[config.mk]
export PLATFORM = sky130hd
export DESIGN_NAME = http_request_head_parser_top
export DESIGN_NICKNAME = d
export VERILOG_FILES = /design/src/hw/rtl/hrhp_pkg.sv /design/src/hw/rtl/hrhp_in_stage.sv /design/src/hw/rtl/hrhp_core.sv /design/src/hw/rtl/hrhp_out_stage.sv /design/src/hw/rtl/http_request_head_parser_top.sv
export SDC_FILE = /design/constraint.sdc
export NUM_CORES = 1
export LEC_CHECK = 0
export ABC_AREA = 1
export ABC_CLOCK_PERIOD_IN_PS = 3000
export BUFFER_PORTS_ARGS = -buffer_cell sky130_fd_sc_hd__buf_2
export CORE_MARGIN = 3
export CORE_UTILIZATION = 55
export DETAILED_ROUTE_END_ITERATION = 10
export HOLD_SLACK_MARGIN = 0.12
export MAX_ROUTING_LAYER = met4
export PLACE_DENSITY = 0.74
export SETUP_SLACK_MARGIN = 0.15
export SYNTH_ARGS = -nofsm -noshare
export SYNTH_HDL_FRONTEND = slang
export SYNTH_SLANG_ARGS = --single-unit
[constraint.sdc]
create_clock -name clk -period 3 [get_ports clk]
set_input_delay 0.45 -clock clk [delete_from_list [all_inputs] [get_ports clk]]
set_output_delay 0.45 -clock clk [all_outputs]
set_load 0.01 [all_outputs]
[src/hw/rtl/hrhp_pkg.sv]
// Shared types, character codes and match tables for the HTTP request head parser.
// No dependencies; every other file of the parser imports this package.
package hrhp_pkg;

    typedef enum logic [3:0] {
        PH_START,
        PH_METHOD,
        PH_URI,
        PH_VER,
        PH_LINE,
        PH_KEY,
        PH_VAL1,
        PH_VAL2,
        PH_DONE,
        PH_ERR
    } phase_t;

    localparam logic [7:0] CH_TAB   = 8'd9;
    localparam logic [7:0] CH_LF    = 8'd10;
    localparam logic [7:0] CH_CR    = 8'd13;
    localparam logic [7:0] CH_SP    = 8'd32;
    localparam logic [7:0] CH_COLON = 8'd58;

    localparam logic [2:0] ROLE_SKIP   = 3'd0;
    localparam logic [2:0] ROLE_METHOD = 3'd1;
    localparam logic [2:0] ROLE_URI    = 3'd2;
    localparam logic [2:0] ROLE_VER    = 3'd3;
    localparam logic [2:0] ROLE_KEY    = 3'd4;
    localparam logic [2:0] ROLE_VALUE  = 3'd5;

    localparam logic [1:0] ST_OK          = 2'd0;
    localparam logic [1:0] ST_METHOD_BAD  = 2'd1;
    localparam logic [1:0] ST_BAD_REQUEST = 2'd2;
    localparam logic [1:0] ST_VERSION_BAD = 2'd3;

    localparam int NUM_METHODS = 5;
    localparam logic [3:0] POS_MAX     = 4'd15;
    localparam logic [3:0] VER_END_POS = 4'd8;
    localparam logic [3:0] VER_DONE    = 4'd9;

    localparam logic [7:0] METH_TEXT [0:NUM_METHODS-1][0:7] = '{
        '{"G", "E", "T", 8'h00, 8'h00, 8'h00, 8'h00, 8'h00},
        '{"P", "O", "S", "T", 8'h00, 8'h00, 8'h00, 8'h00},
        '{"D", "E", "L", "E", "T", "E", 8'h00, 8'h00},
        '{"H", "E", "A", "D", 8'h00, 8'h00, 8'h00, 8'h00},
        '{"P", "U", "T", 8'h00, 8'h00, 8'h00, 8'h00, 8'h00}
    };
    localparam logic [3:0] METH_LEN [0:NUM_METHODS-1] = '{4'd3, 4'd4, 4'd6, 4'd4, 4'd3};
    localparam logic [7:0] VER_TEXT [0:7] = '{"H", "T", "T", "P", "/", "1", ".", "1"};

    typedef struct packed {
        logic [7:0] data_byte;
        logic       restart;
    } in_word_t;

    typedef struct packed {
        logic [2:0] byte_role;
        logic       field_end;
        logic [2:0] method_code;
        logic       method_known;
        logic       headers_done;
        logic [1:0] status;
    } result_t;

    function automatic logic [NUM_METHODS-1:0] method_hits(input logic [3:0] pos,
                                                          input logic [7:0] b);
        logic [NUM_METHODS-1:0] hits;
        for (int i = 0; i < NUM_METHODS; i++) begin
            hits[i] = (pos < METH_LEN[i]) && (METH_TEXT[i][pos[2:0]] == b);
        end
        return hits;
    endfunction

    function automatic logic version_byte_ok(input logic [3:0] pos, input logic [7:0] b);
        logic ok;
        if (pos < VER_END_POS) begin
            ok = (VER_TEXT[pos[2:0]] == b);
        end
        else if (pos == VER_END_POS) begin
            ok = (b == CH_CR);
        end
        else begin
            ok = 1'b0;
        end
        return ok;
    endfunction

    function automatic logic [3:0] sat_inc(input logic [3:0] pos);
        return (pos == POS_MAX) ? pos : pos + 4'd1;
    endfunction

endpackage

[src/hw/rtl/hrhp_in_stage.sv]
// Input register of the HTTP request head parser: holds one accepted word.
// Depends on hrhp_pkg for the word type.
module hrhp_in_stage (
    input  logic              clk,
    input  logic              rst_n,
    input  logic              in_valid,
    output logic              in_ready,
    input  logic [7:0]        data_byte,
    input  logic              restart,
    input  logic              take,
    output logic              word_valid,
    output hrhp_pkg::in_word_t word
);
    import hrhp_pkg::*;

    logic     valid_reg;
    logic     valid_next;
    in_word_t word_reg;

    assign in_ready   = !valid_reg || take;
    assign word_valid = valid_reg;
    assign word       = word_reg;

    always_comb
    begin
        if (in_valid && in_ready) begin
            valid_next = 1'b1;
        end
        else if (take) begin
            valid_next = 1'b0;
        end
        else begin
            valid_next = valid_reg;
        end
    end

    always_ff @(posedge clk or negedge rst_n)
    begin
        if (!rst_n) begin
            valid_reg <= 1'b0;
        end
        else begin
            valid_reg <= valid_next;
        end
    end

    always_ff @(posedge clk)
    begin
        if (in_valid && in_ready) begin
            word_reg <= '{data_byte: data_byte, restart: restart};
        end
    end

endmodule

[src/hw/rtl/hrhp_core.sv]
// Parser state machine: classifies one byte per step and updates the parse state.
// Depends on hrhp_pkg for the phase type, character codes and match tables.
module hrhp_core (
    input  logic               clk,
    input  logic               rst_n,
    input  logic               step,
    input  hrhp_pkg::in_word_t word,
    output hrhp_pkg::result_t  res
);
    import hrhp_pkg::*;

    phase_t                 phase_reg, phase_next, ph_cur;
    logic [7:0]             last_byte_reg, last_byte_next, lb_cur;
    logic [NUM_METHODS-1:0] cand_reg, cand_next, cand_cur;
    logic [3:0]             pos_reg, pos_next, pos_cur;
    logic                   vok_reg, vok_next, vok_cur;
    logic [2:0]             method_reg, method_next, method_cur;
    logic [1:0]             err_reg, err_next, err_cur;

    logic [7:0] b;
    logic       found;
    logic [2:0] found_idx;
    logic       known;
    logic       lf_ok;

    assign b = word.data_byte;

    // A restart word is parsed as if the state had just been reset.
    always_comb
    begin
        if (word.restart) begin
            ph_cur     = PH_START;
            lb_cur     = 8'd0;
            cand_cur   = '1;
            pos_cur    = 4'd0;
            vok_cur    = 1'b1;
            method_cur = 3'd0;
            err_cur    = ST_OK;
        end
        else begin
            ph_cur     = phase_reg;
            lb_cur     = last_byte_reg;
            cand_cur   = cand_reg;
            pos_cur    = pos_reg;
            vok_cur    = vok_reg;
            method_cur = method_reg;
            err_cur    = err_reg;
        end
    end

    always_comb
    begin
        found     = 1'b0;
        found_idx = 3'd0;
        for (int i = 0; i < NUM_METHODS; i++) begin
            if (cand_cur[i] && (METH_LEN[i] == pos_cur)) begin
                found     = 1'b1;
                found_idx = 3'(i);
            end
        end
    end

    assign lf_ok = (lb_cur == CH_CR);

    always_comb
    begin
        phase_next     = ph_cur;
        last_byte_next = b;
        cand_next      = cand_cur;
        pos_next       = pos_cur;
        vok_next       = vok_cur;
        method_next    = method_cur;
        err_next       = err_cur;
        unique case (ph_cur)
            PH_START: begin
                if (b != CH_SP && b != CH_TAB && b != CH_CR && b != CH_LF) begin
                    cand_next  = method_hits(4'd0, b);
                    pos_next   = 4'd1;
                    phase_next = PH_METHOD;
                end
            end
            PH_METHOD: begin
                if (b != CH_SP) begin
                    cand_next = cand_cur & method_hits(pos_cur, b);
                    pos_next  = sat_inc(pos_cur);
                end
                else if (found) begin
                    method_next = found_idx;
                    phase_next  = PH_URI;
                end
                else begin
                    err_next   = ST_METHOD_BAD;
                    phase_next = PH_ERR;
                end
            end
            PH_URI: begin
                if (b == CH_SP) begin
                    pos_next   = 4'd0;
                    vok_next   = 1'b1;
                    phase_next = PH_VER;
                end
            end
            PH_VER: begin
                if (b != CH_LF) begin
                    vok_next = vok_cur && version_byte_ok(pos_cur, b);
                    pos_next = sat_inc(pos_cur);
                end
                else if (!lf_ok) begin
                    err_next   = ST_BAD_REQUEST;
                    phase_next = PH_ERR;
                end
                else if (vok_cur && pos_cur == VER_DONE) begin
                    phase_next = PH_LINE;
                end
                else begin
                    err_next   = ST_VERSION_BAD;
                    phase_next = PH_ERR;
                end
            end
            PH_LINE: begin
                if (b == CH_LF) begin
                    if (!lf_ok) begin
                        err_next   = ST_BAD_REQUEST;
                        phase_next = PH_ERR;
                    end
                    else begin
                        phase_next = PH_DONE;
                    end
                end
                else if (b == CH_COLON) begin
                    phase_next = PH_VAL1;
                end
                else if (b != CH_CR) begin
                    phase_next = PH_KEY;
                end
            end
            PH_KEY: begin
                if (b == CH_COLON) begin
                    phase_next = PH_VAL1;
                end
            end
            PH_VAL1, PH_VAL2: begin
                if (b == CH_LF) begin
                    if (!lf_ok) begin
                        err_next   = ST_BAD_REQUEST;
                        phase_next = PH_ERR;
                    end
                    else begin
                        phase_next = PH_LINE;
                    end
                end
                else if (ph_cur == PH_VAL1 && b != CH_SP && b != CH_TAB && b != CH_CR) begin
                    phase_next = PH_VAL2;
                end
            end
            PH_DONE, PH_ERR: begin
            end
            default: begin
                phase_next = PH_ERR;
            end
        endcase
    end

    assign known = ((phase_next >= PH_URI) && (phase_next <= PH_DONE)) ||
                   ((phase_next == PH_ERR) && (err_next != ST_OK) && (err_next != ST_METHOD_BAD));

    always_comb
    begin
        res.byte_role    = ROLE_SKIP;
        res.field_end    = 1'b0;
        res.headers_done = 1'b0;
        res.method_known = known;
        res.method_code  = known ? method_next : 3'd0;
        res.status       = err_next;
        unique case (ph_cur)
            PH_START: begin
                if (b != CH_SP && b != CH_TAB && b != CH_CR && b != CH_LF) begin
                    res.byte_role = ROLE_METHOD;
                end
            end
            PH_METHOD: begin
                if (b != CH_SP) begin
                    res.byte_role = ROLE_METHOD;
                end
                else begin
                    res.field_end = found;
                end
            end
            PH_URI: begin
                if (b != CH_SP) begin
                    res.byte_role = ROLE_URI;
                end
                else begin
                    res.field_end = 1'b1;
                end
            end
            PH_VER: begin
                if (b != CH_LF) begin
                    res.byte_role = (b == CH_CR) ? ROLE_SKIP : ROLE_VER;
                end
                else begin
                    res.field_end = lf_ok && vok_cur && (pos_cur == VER_DONE);
                end
            end
            PH_LINE: begin
                if (b == CH_LF) begin
                    res.headers_done = lf_ok;
                end
                else if (b == CH_COLON) begin
                    res.field_end = 1'b1;
                end
                else if (b != CH_CR) begin
                    res.byte_role = ROLE_KEY;
                end
            end
            PH_KEY: begin
                if (b == CH_COLON) begin
                    res.field_end = 1'b1;
                end
                else begin
                    res.byte_role = ROLE_KEY;
                end
            end
            PH_VAL1, PH_VAL2: begin
                if (b == CH_LF) begin
                    res.field_end = lf_ok;
                end
                else if (b != CH_CR && (ph_cur == PH_VAL2 || (b != CH_SP && b != CH_TAB))) begin
                    res.byte_role = ROLE_VALUE;
                end
            end
            PH_DONE, PH_ERR: begin
            end
            default: begin
            end
        endcase
    end

    always_ff @(posedge clk or negedge rst_n)
    begin
        if (!rst_n) begin
            phase_reg     <= PH_START;
            last_byte_reg <= 8'd0;
            cand_reg      <= '1;
            pos_reg       <= 4'd0;
            vok_reg       <= 1'b1;
            method_reg    <= 3'd0;
            err_reg       <= ST_OK;
        end
        else if (step) begin
            phase_reg     <= phase_next;
            last_byte_reg <= last_byte_next;
            cand_reg      <= cand_next;
            pos_reg       <= pos_next;
            vok_reg       <= vok_next;
            method_reg    <= method_next;
            err_reg       <= err_next;
        end
    end

endmodule

[src/hw/rtl/hrhp_out_stage.sv]
// Result register of the HTTP request head parser, decoupling it from the consumer.
// Depends on hrhp_pkg for the result type.
module hrhp_out_stage (
    input  logic              clk,
    input  logic              rst_n,
    input  logic              load,
    input  hrhp_pkg::result_t res,
    output logic              free,
    output logic              out_valid,
    input  logic              out_ready,
    output logic [2:0]        byte_role,
    output logic              field_end,
    output logic [2:0]        method_code,
    output logic              method_known,
    output logic              headers_done,
    output logic [1:0]        status
);
    import hrhp_pkg::*;

    logic    valid_reg;
    logic    valid_next;
    result_t res_reg;

    assign free         = !valid_reg || out_ready;
    assign out_valid    = valid_reg;
    assign byte_role    = res_reg.byte_role;
    assign field_end    = res_reg.field_end;
    assign method_code  = res_reg.method_code;
    assign method_known = res_reg.method_known;
    assign headers_done = res_reg.headers_done;
    assign status       = res_reg.status;

    always_comb
    begin
        if (load) begin
            valid_next = 1'b1;
        end
        else if (out_ready) begin
            valid_next = 1'b0;
        end
        else begin
            valid_next = valid_reg;
        end
    end

    always_ff @(posedge clk or negedge rst_n)
    begin
        if (!rst_n) begin
            valid_reg <= 1'b0;
        end
        else begin
            valid_reg <= valid_next;
        end
    end

    always_ff @(posedge clk)
    begin
        if (load) begin
            res_reg <= res;
        end
    end

endmodule

[src/hw/rtl/http_request_head_parser_top.sv]
// HTTP request head parser, top level: input register, parser core, result register.
// Depends on hrhp_pkg, hrhp_in_stage, hrhp_core and hrhp_out_stage.
//
// The parser takes one request byte per word and returns one classification word
// per byte, at a sustained rate of one word per clock cycle while out_ready stays
// high. Each byte is held in the input register, parsed by the core and its result
// captured in the result register; the state update of the parser core is what
// sets the rate. Setting restart on a word starts a new request with that byte.
// Errors stay in status until the next restart, and all bytes after the end of
// the headers are reported as skipped.
module http_request_head_parser_top (
    input  logic       clk,
    input  logic       rst_n,
    input  logic       in_valid,
    output logic       in_ready,
    input  logic [7:0] data_byte,
    input  logic       restart,
    output logic       out_valid,
    input  logic       out_ready,
    output logic [2:0] byte_role,
    output logic       field_end,
    output logic [2:0] method_code,
    output logic       method_known,
    output logic       headers_done,
    output logic [1:0] status
);
    import hrhp_pkg::*;

    logic     word_valid;
    in_word_t word;
    result_t  res;
    logic     free;
    logic     step;

    assign step = word_valid && free;

    hrhp_in_stage u_in_stage (
        .clk        (clk),
        .rst_n      (rst_n),
        .in_valid   (in_valid),
        .in_ready   (in_ready),
        .data_byte  (data_byte),
        .restart    (restart),
        .take       (step),
        .word_valid (word_valid),
        .word       (word)
    );

    hrhp_core u_core (
        .clk   (clk),
        .rst_n (rst_n),
        .step  (step),
        .word  (word),
        .res   (res)
    );

    hrhp_out_stage u_out_stage (
        .clk          (clk),
        .rst_n        (rst_n),
        .load         (step),
        .res          (res),
        .free         (free),
        .out_valid    (out_valid),
        .out_ready    (out_ready),
        .byte_role    (byte_role),
        .field_end    (field_end),
        .method_code  (method_code),
        .method_known (method_known),
        .headers_done (headers_done),
        .status       (status)
    );

    a_step_gives_result: assert property (@(posedge clk) disable iff (!rst_n)
        step |=> out_valid)
        else $error("parsed word did not reach the result register");

    a_done_clean: assert property (@(posedge clk) disable iff (!rst_n)
        out_valid && headers_done |-> method_known && status == ST_OK && byte_role == ROLE_SKIP)
        else $error("end of headers reported without a known method or with an error");

    a_error_silent: assert property (@(posedge clk) disable iff (!rst_n)
        out_valid && status != ST_OK |-> byte_role == ROLE_SKIP && !field_end && !headers_done)
        else $error("byte classified while an error is latched");

    a_code_needs_method: assert property (@(posedge clk) disable iff (!rst_n)
        out_valid && !method_known |-> method_code == 3'd0)
        else $error("method code given before a method is known");

endmodule
==> summary.md <==
| Metric | Value |
|---|---|
| Syn_area_per_cell | `7.53 µm²` |
| Critical path's slowest cell | `edfxtp_1` |
| Die Ht | `85.9 µm` |
| Slew HR | `0.533` |
| Post_cts resized | `0` |
| Hpwl dp | `7590 µm` |
| Inst Count DP | `557` |
| Power Density | `569 mW/mm²` |
| Synth Area in XOR/XNOR | `0.0324` |
| Max IR drop VDD | `0.418 mV` |
| CORE AREA | `0.00606 mm²` |
| Die area | `0.00739 mm²` |
| Status | `finished, final reports clean` |
| Gate power share | `0.368` |
| Synth Area in Compound Gates | `0.126` |
| Yosys reg bits | `49` |
| Pre-antenna DRT Iters | `5` |
| Antenna Violating Nets Remaining | `0` |
| First-pass GRT wire length | `16400 µm` |
| Critical path, cell by cell | `inv_4 > nand2_2 > nor2_2 > nand2_2 > inv_4 > nand2_2 > nor2_2 > o21ai_2 > inv_2 > nand2_1 > nand2_2 > a21oi_1` |
| Worst reg2reg setup slack | `600 ps` |
| Max cap viols | `0` |
| Starting Density | `0.580` |
| Yosys warns | `0` |
| Fraction of registers with async set/reset | `0.592` |
| Crit path top cell by count | `nand2_2` |
| Commonest cells in the synthesized netlist | `110 x nand2_1, 52 x nor2_1, 35 x inv_1, 34 x nand3_1, 31 x o21ai_0` |
| Routability cong. | `1.01` |
| Share of cells above drive strength 1 | `0.227` |
| WP data arrival | `2480 ps` |
| Measured slew at the worst slew-check pin | `701 ps` |
| Reg power frac | `0.448` |
| Setup crit start kind | `flip-flop` |
| Synth cell types | `39` |
| Fmax | `416 MHz` |
| Vias | `3320` |
| Final-report setup violation count | `0` |
| RSZ-0062 raised after global routing | `no` |
| CTS Buf Count | `5` |
| Synth Flop Type | `dfrtp_1` |
| Post-synthesis simple-gate area fraction | `0.376` |
| Total Wirelength | `9820 µm` |
| Overflow after GRT | `0` |
| H-tree depth | `2` |
| WL/cell | `17.4 µm` |
| TritonCTS clock tree | `yes` |
| CP Max Fanout | `16` |
| IO Pins | `26` |
| CP top delay family | `simple AND/OR/NAND/NOR gates` |
| Crit Reg-Reg Endpoint | `u_out_stage.method_code[0]` |
| DRT iter0 DRCs | `249` |
| Largest net degree at the start of global routing | `33` |
| Cells after Synth | `467` |
| Worst Clk Skew | `16.6 ps` |
| Sink Count | `49` |
| Die span in x | `85.9 µm` |
| Largest cells by area after synthesis | `edfxtp_1 17%, dfrtp_1 16%, nand2_1 12%, nor2_1 5.6%, nand3_1 4.8%` |
| Sw Share | `0.414` |
| Longest Clk Path Bufs | `2` |
| Vias in the first global route | `3228` |
| Clk network pwr share | `0.184` |
| # diodes | `0` |
| Vias/cell | `5.88` |
| Hold-fix buffers, CTS | `0` |
| CP bufs+invs | `3` |
| Non-filler cells, final | `565` |
| Final net count | `502` |
| IO Port Bufs | `25` |
| Area delta synth->final | `6.55%` |
| Post-synth top area share | `0.171` |
| Cell area after synthesis | `0.00351 mm²` |
| Drc violations | `0` |
| Fin. max-slew vios | `0` |
| Final period util | `0.800` |
| WP data required | `3070 ps` |
| Final Hold Viols | `0` |
| Syn nets | `480` |
| CP Class | `reg -> reg` |
| Sequential cell area fraction in the yosys report | `0.379` |
| Post-route minimum period | `2400 ps` |
| Clk root buf | `clkbuf_8` |
| Largest family of logic cells by synthesized area | `simple AND/OR/NAND/NOR gates` |
| Post-synth EDFFs | `20` |
| CP Capture Type | `flip-flop` |
| Worst R2R Path Depth | `12` |
| Pleak | `1.66 nW` |
| R2r startpoint | `u_in_stage.word[0]` |
| Internal | `1.25 mW` |
| Mux cell area share after synthesis | `0` |
| Post-Synth Adder-Cell Area | `0` |
| # rows | `28` |
| Worst stage delay on the critical path | `560 ps` |
| Initial antenna violation count | `0` |
| HP Class | `in -> async` |
| Setup_tns | `0 ps` |
| Count leader, synth | `nand2_1` |
| Clock-pin slew on the worst setup and hold paths | `100 ps` |
| Net Sw Power | `883 µW` |
| Overall Global Routing Usage | `0.294` |
| Setup bufs post-CTS | `0` |
| Synth area leader | `edfxtp_1` |
| Max reg flops | `9` |
| Clk Latency, worst-skew pair | `320 ps` |
-- cell families after synthesis --
group           count (synthesis)
flops                          49
xor+xnor                       13
simple gates                  262
buf+inv                        65
compound gates                 78
-- worst max-delay path by stage --
stage                             from                    endpoint  slack (ps)  cells past startpoint
global placement    u_in_stage.word[2]  u_out_stage.method_code[2]         620                      9
detailed placement  u_in_stage.word[0]  u_out_stage.method_code[0]         630                     12
CTS                 u_in_stage.word[0]  u_out_stage.method_code[0]         630                     12
global route        u_in_stage.word[0]  u_out_stage.method_code[2]         400                     12
finish              u_in_stage.word[0]  u_out_stage.method_code[0]         600                     12
floorplan           u_in_stage.word[0]  u_out_stage.method_code[0]        1180                     13
-- power groups by stage --
| stage | clock network (mW) | registers [mW] | logic, mW |
|---|---|---|---|
| 2_1_floorplan | 0 | 0.937 | 0.587 |
| 3_3_place_gp | 0 | 0.968 | 0.769 |
| 3_5_place_dp | 0 | 0.967 | 0.771 |
| 4_1_cts | 0.402 | 0.953 | 0.772 |
| 5_1_grt | 0.423 | 0.973 | 0.883 |
| 6_report | 0.392 | 0.955 | 0.785 |
-- routing by layer --
metal / wire length (µm) / share of wire / track usage
met1: 4010 / 0.41 / 0.363
met4: 480 / 0.049 / 0.142
met3: 780 / 0.079 / 0.0567
met2: 4540 / 0.46 / 0.462
met5: 0 / 0 / -
-- placed cells by master (no fill, tap or decap), types with 4 or more instances in the layout --
cell        n
a21oi_1    19
a31oi_1     4
buf_2      25
clkbuf_8    5
dfrtp_1    23
dfstp_2     6
edfxtp_1   20
inv_1      35
inv_2      13
inv_4       4
nand2_1   110
nand2_2    13
nand3_1    34
nand3_2     4
nand3b_1    4
nand4_1     5
nor2_1     52
nor2_2     11
nor2_4      7
nor3_1      9
o21ai_0    31
o21ai_1     8
o21ai_2     4
xor2_1     13
-- layout make-up --
cell class	count	area (µm²)
repair buffers	28	148
well taps	75	93.8
clock inverters	3	17.5
inverters	52	205
multi-input cells	353	1880
fillers	581	2320
clock buffers	5	68.8
flip-flops and latches	49	1330
-- worst register-to-register path, cell delays in order (launching register included) --
cell and delay, ps:
edfxtp_1 560, inv_4 250, nand2_2 190, nor2_2 220, nand2_2 140, inv_4 120
nand2_2 90, nor2_2 250, o21ai_2 100, inv_2 60, nand2_1 50, nand2_2 80
a21oi_1 70
-- per-stage QoR --
step           power [mW]  setup WS [ps]   util  cell area [µm²]  hold WS (ps)
6_report             2.13            599  0.618             3740           167
2_1_floorplan        1.52           1180      -             3510           154
5_1_grt              2.28            404  0.618             3740           220
4_1_cts              2.13            629  0.618             3740           211
3_3_place_gp         1.74            616  0.604             3660           471
3_5_place_dp         1.74            635  0.604             3660           477
No activity file was read; power rests on OpenSTA's default activity.
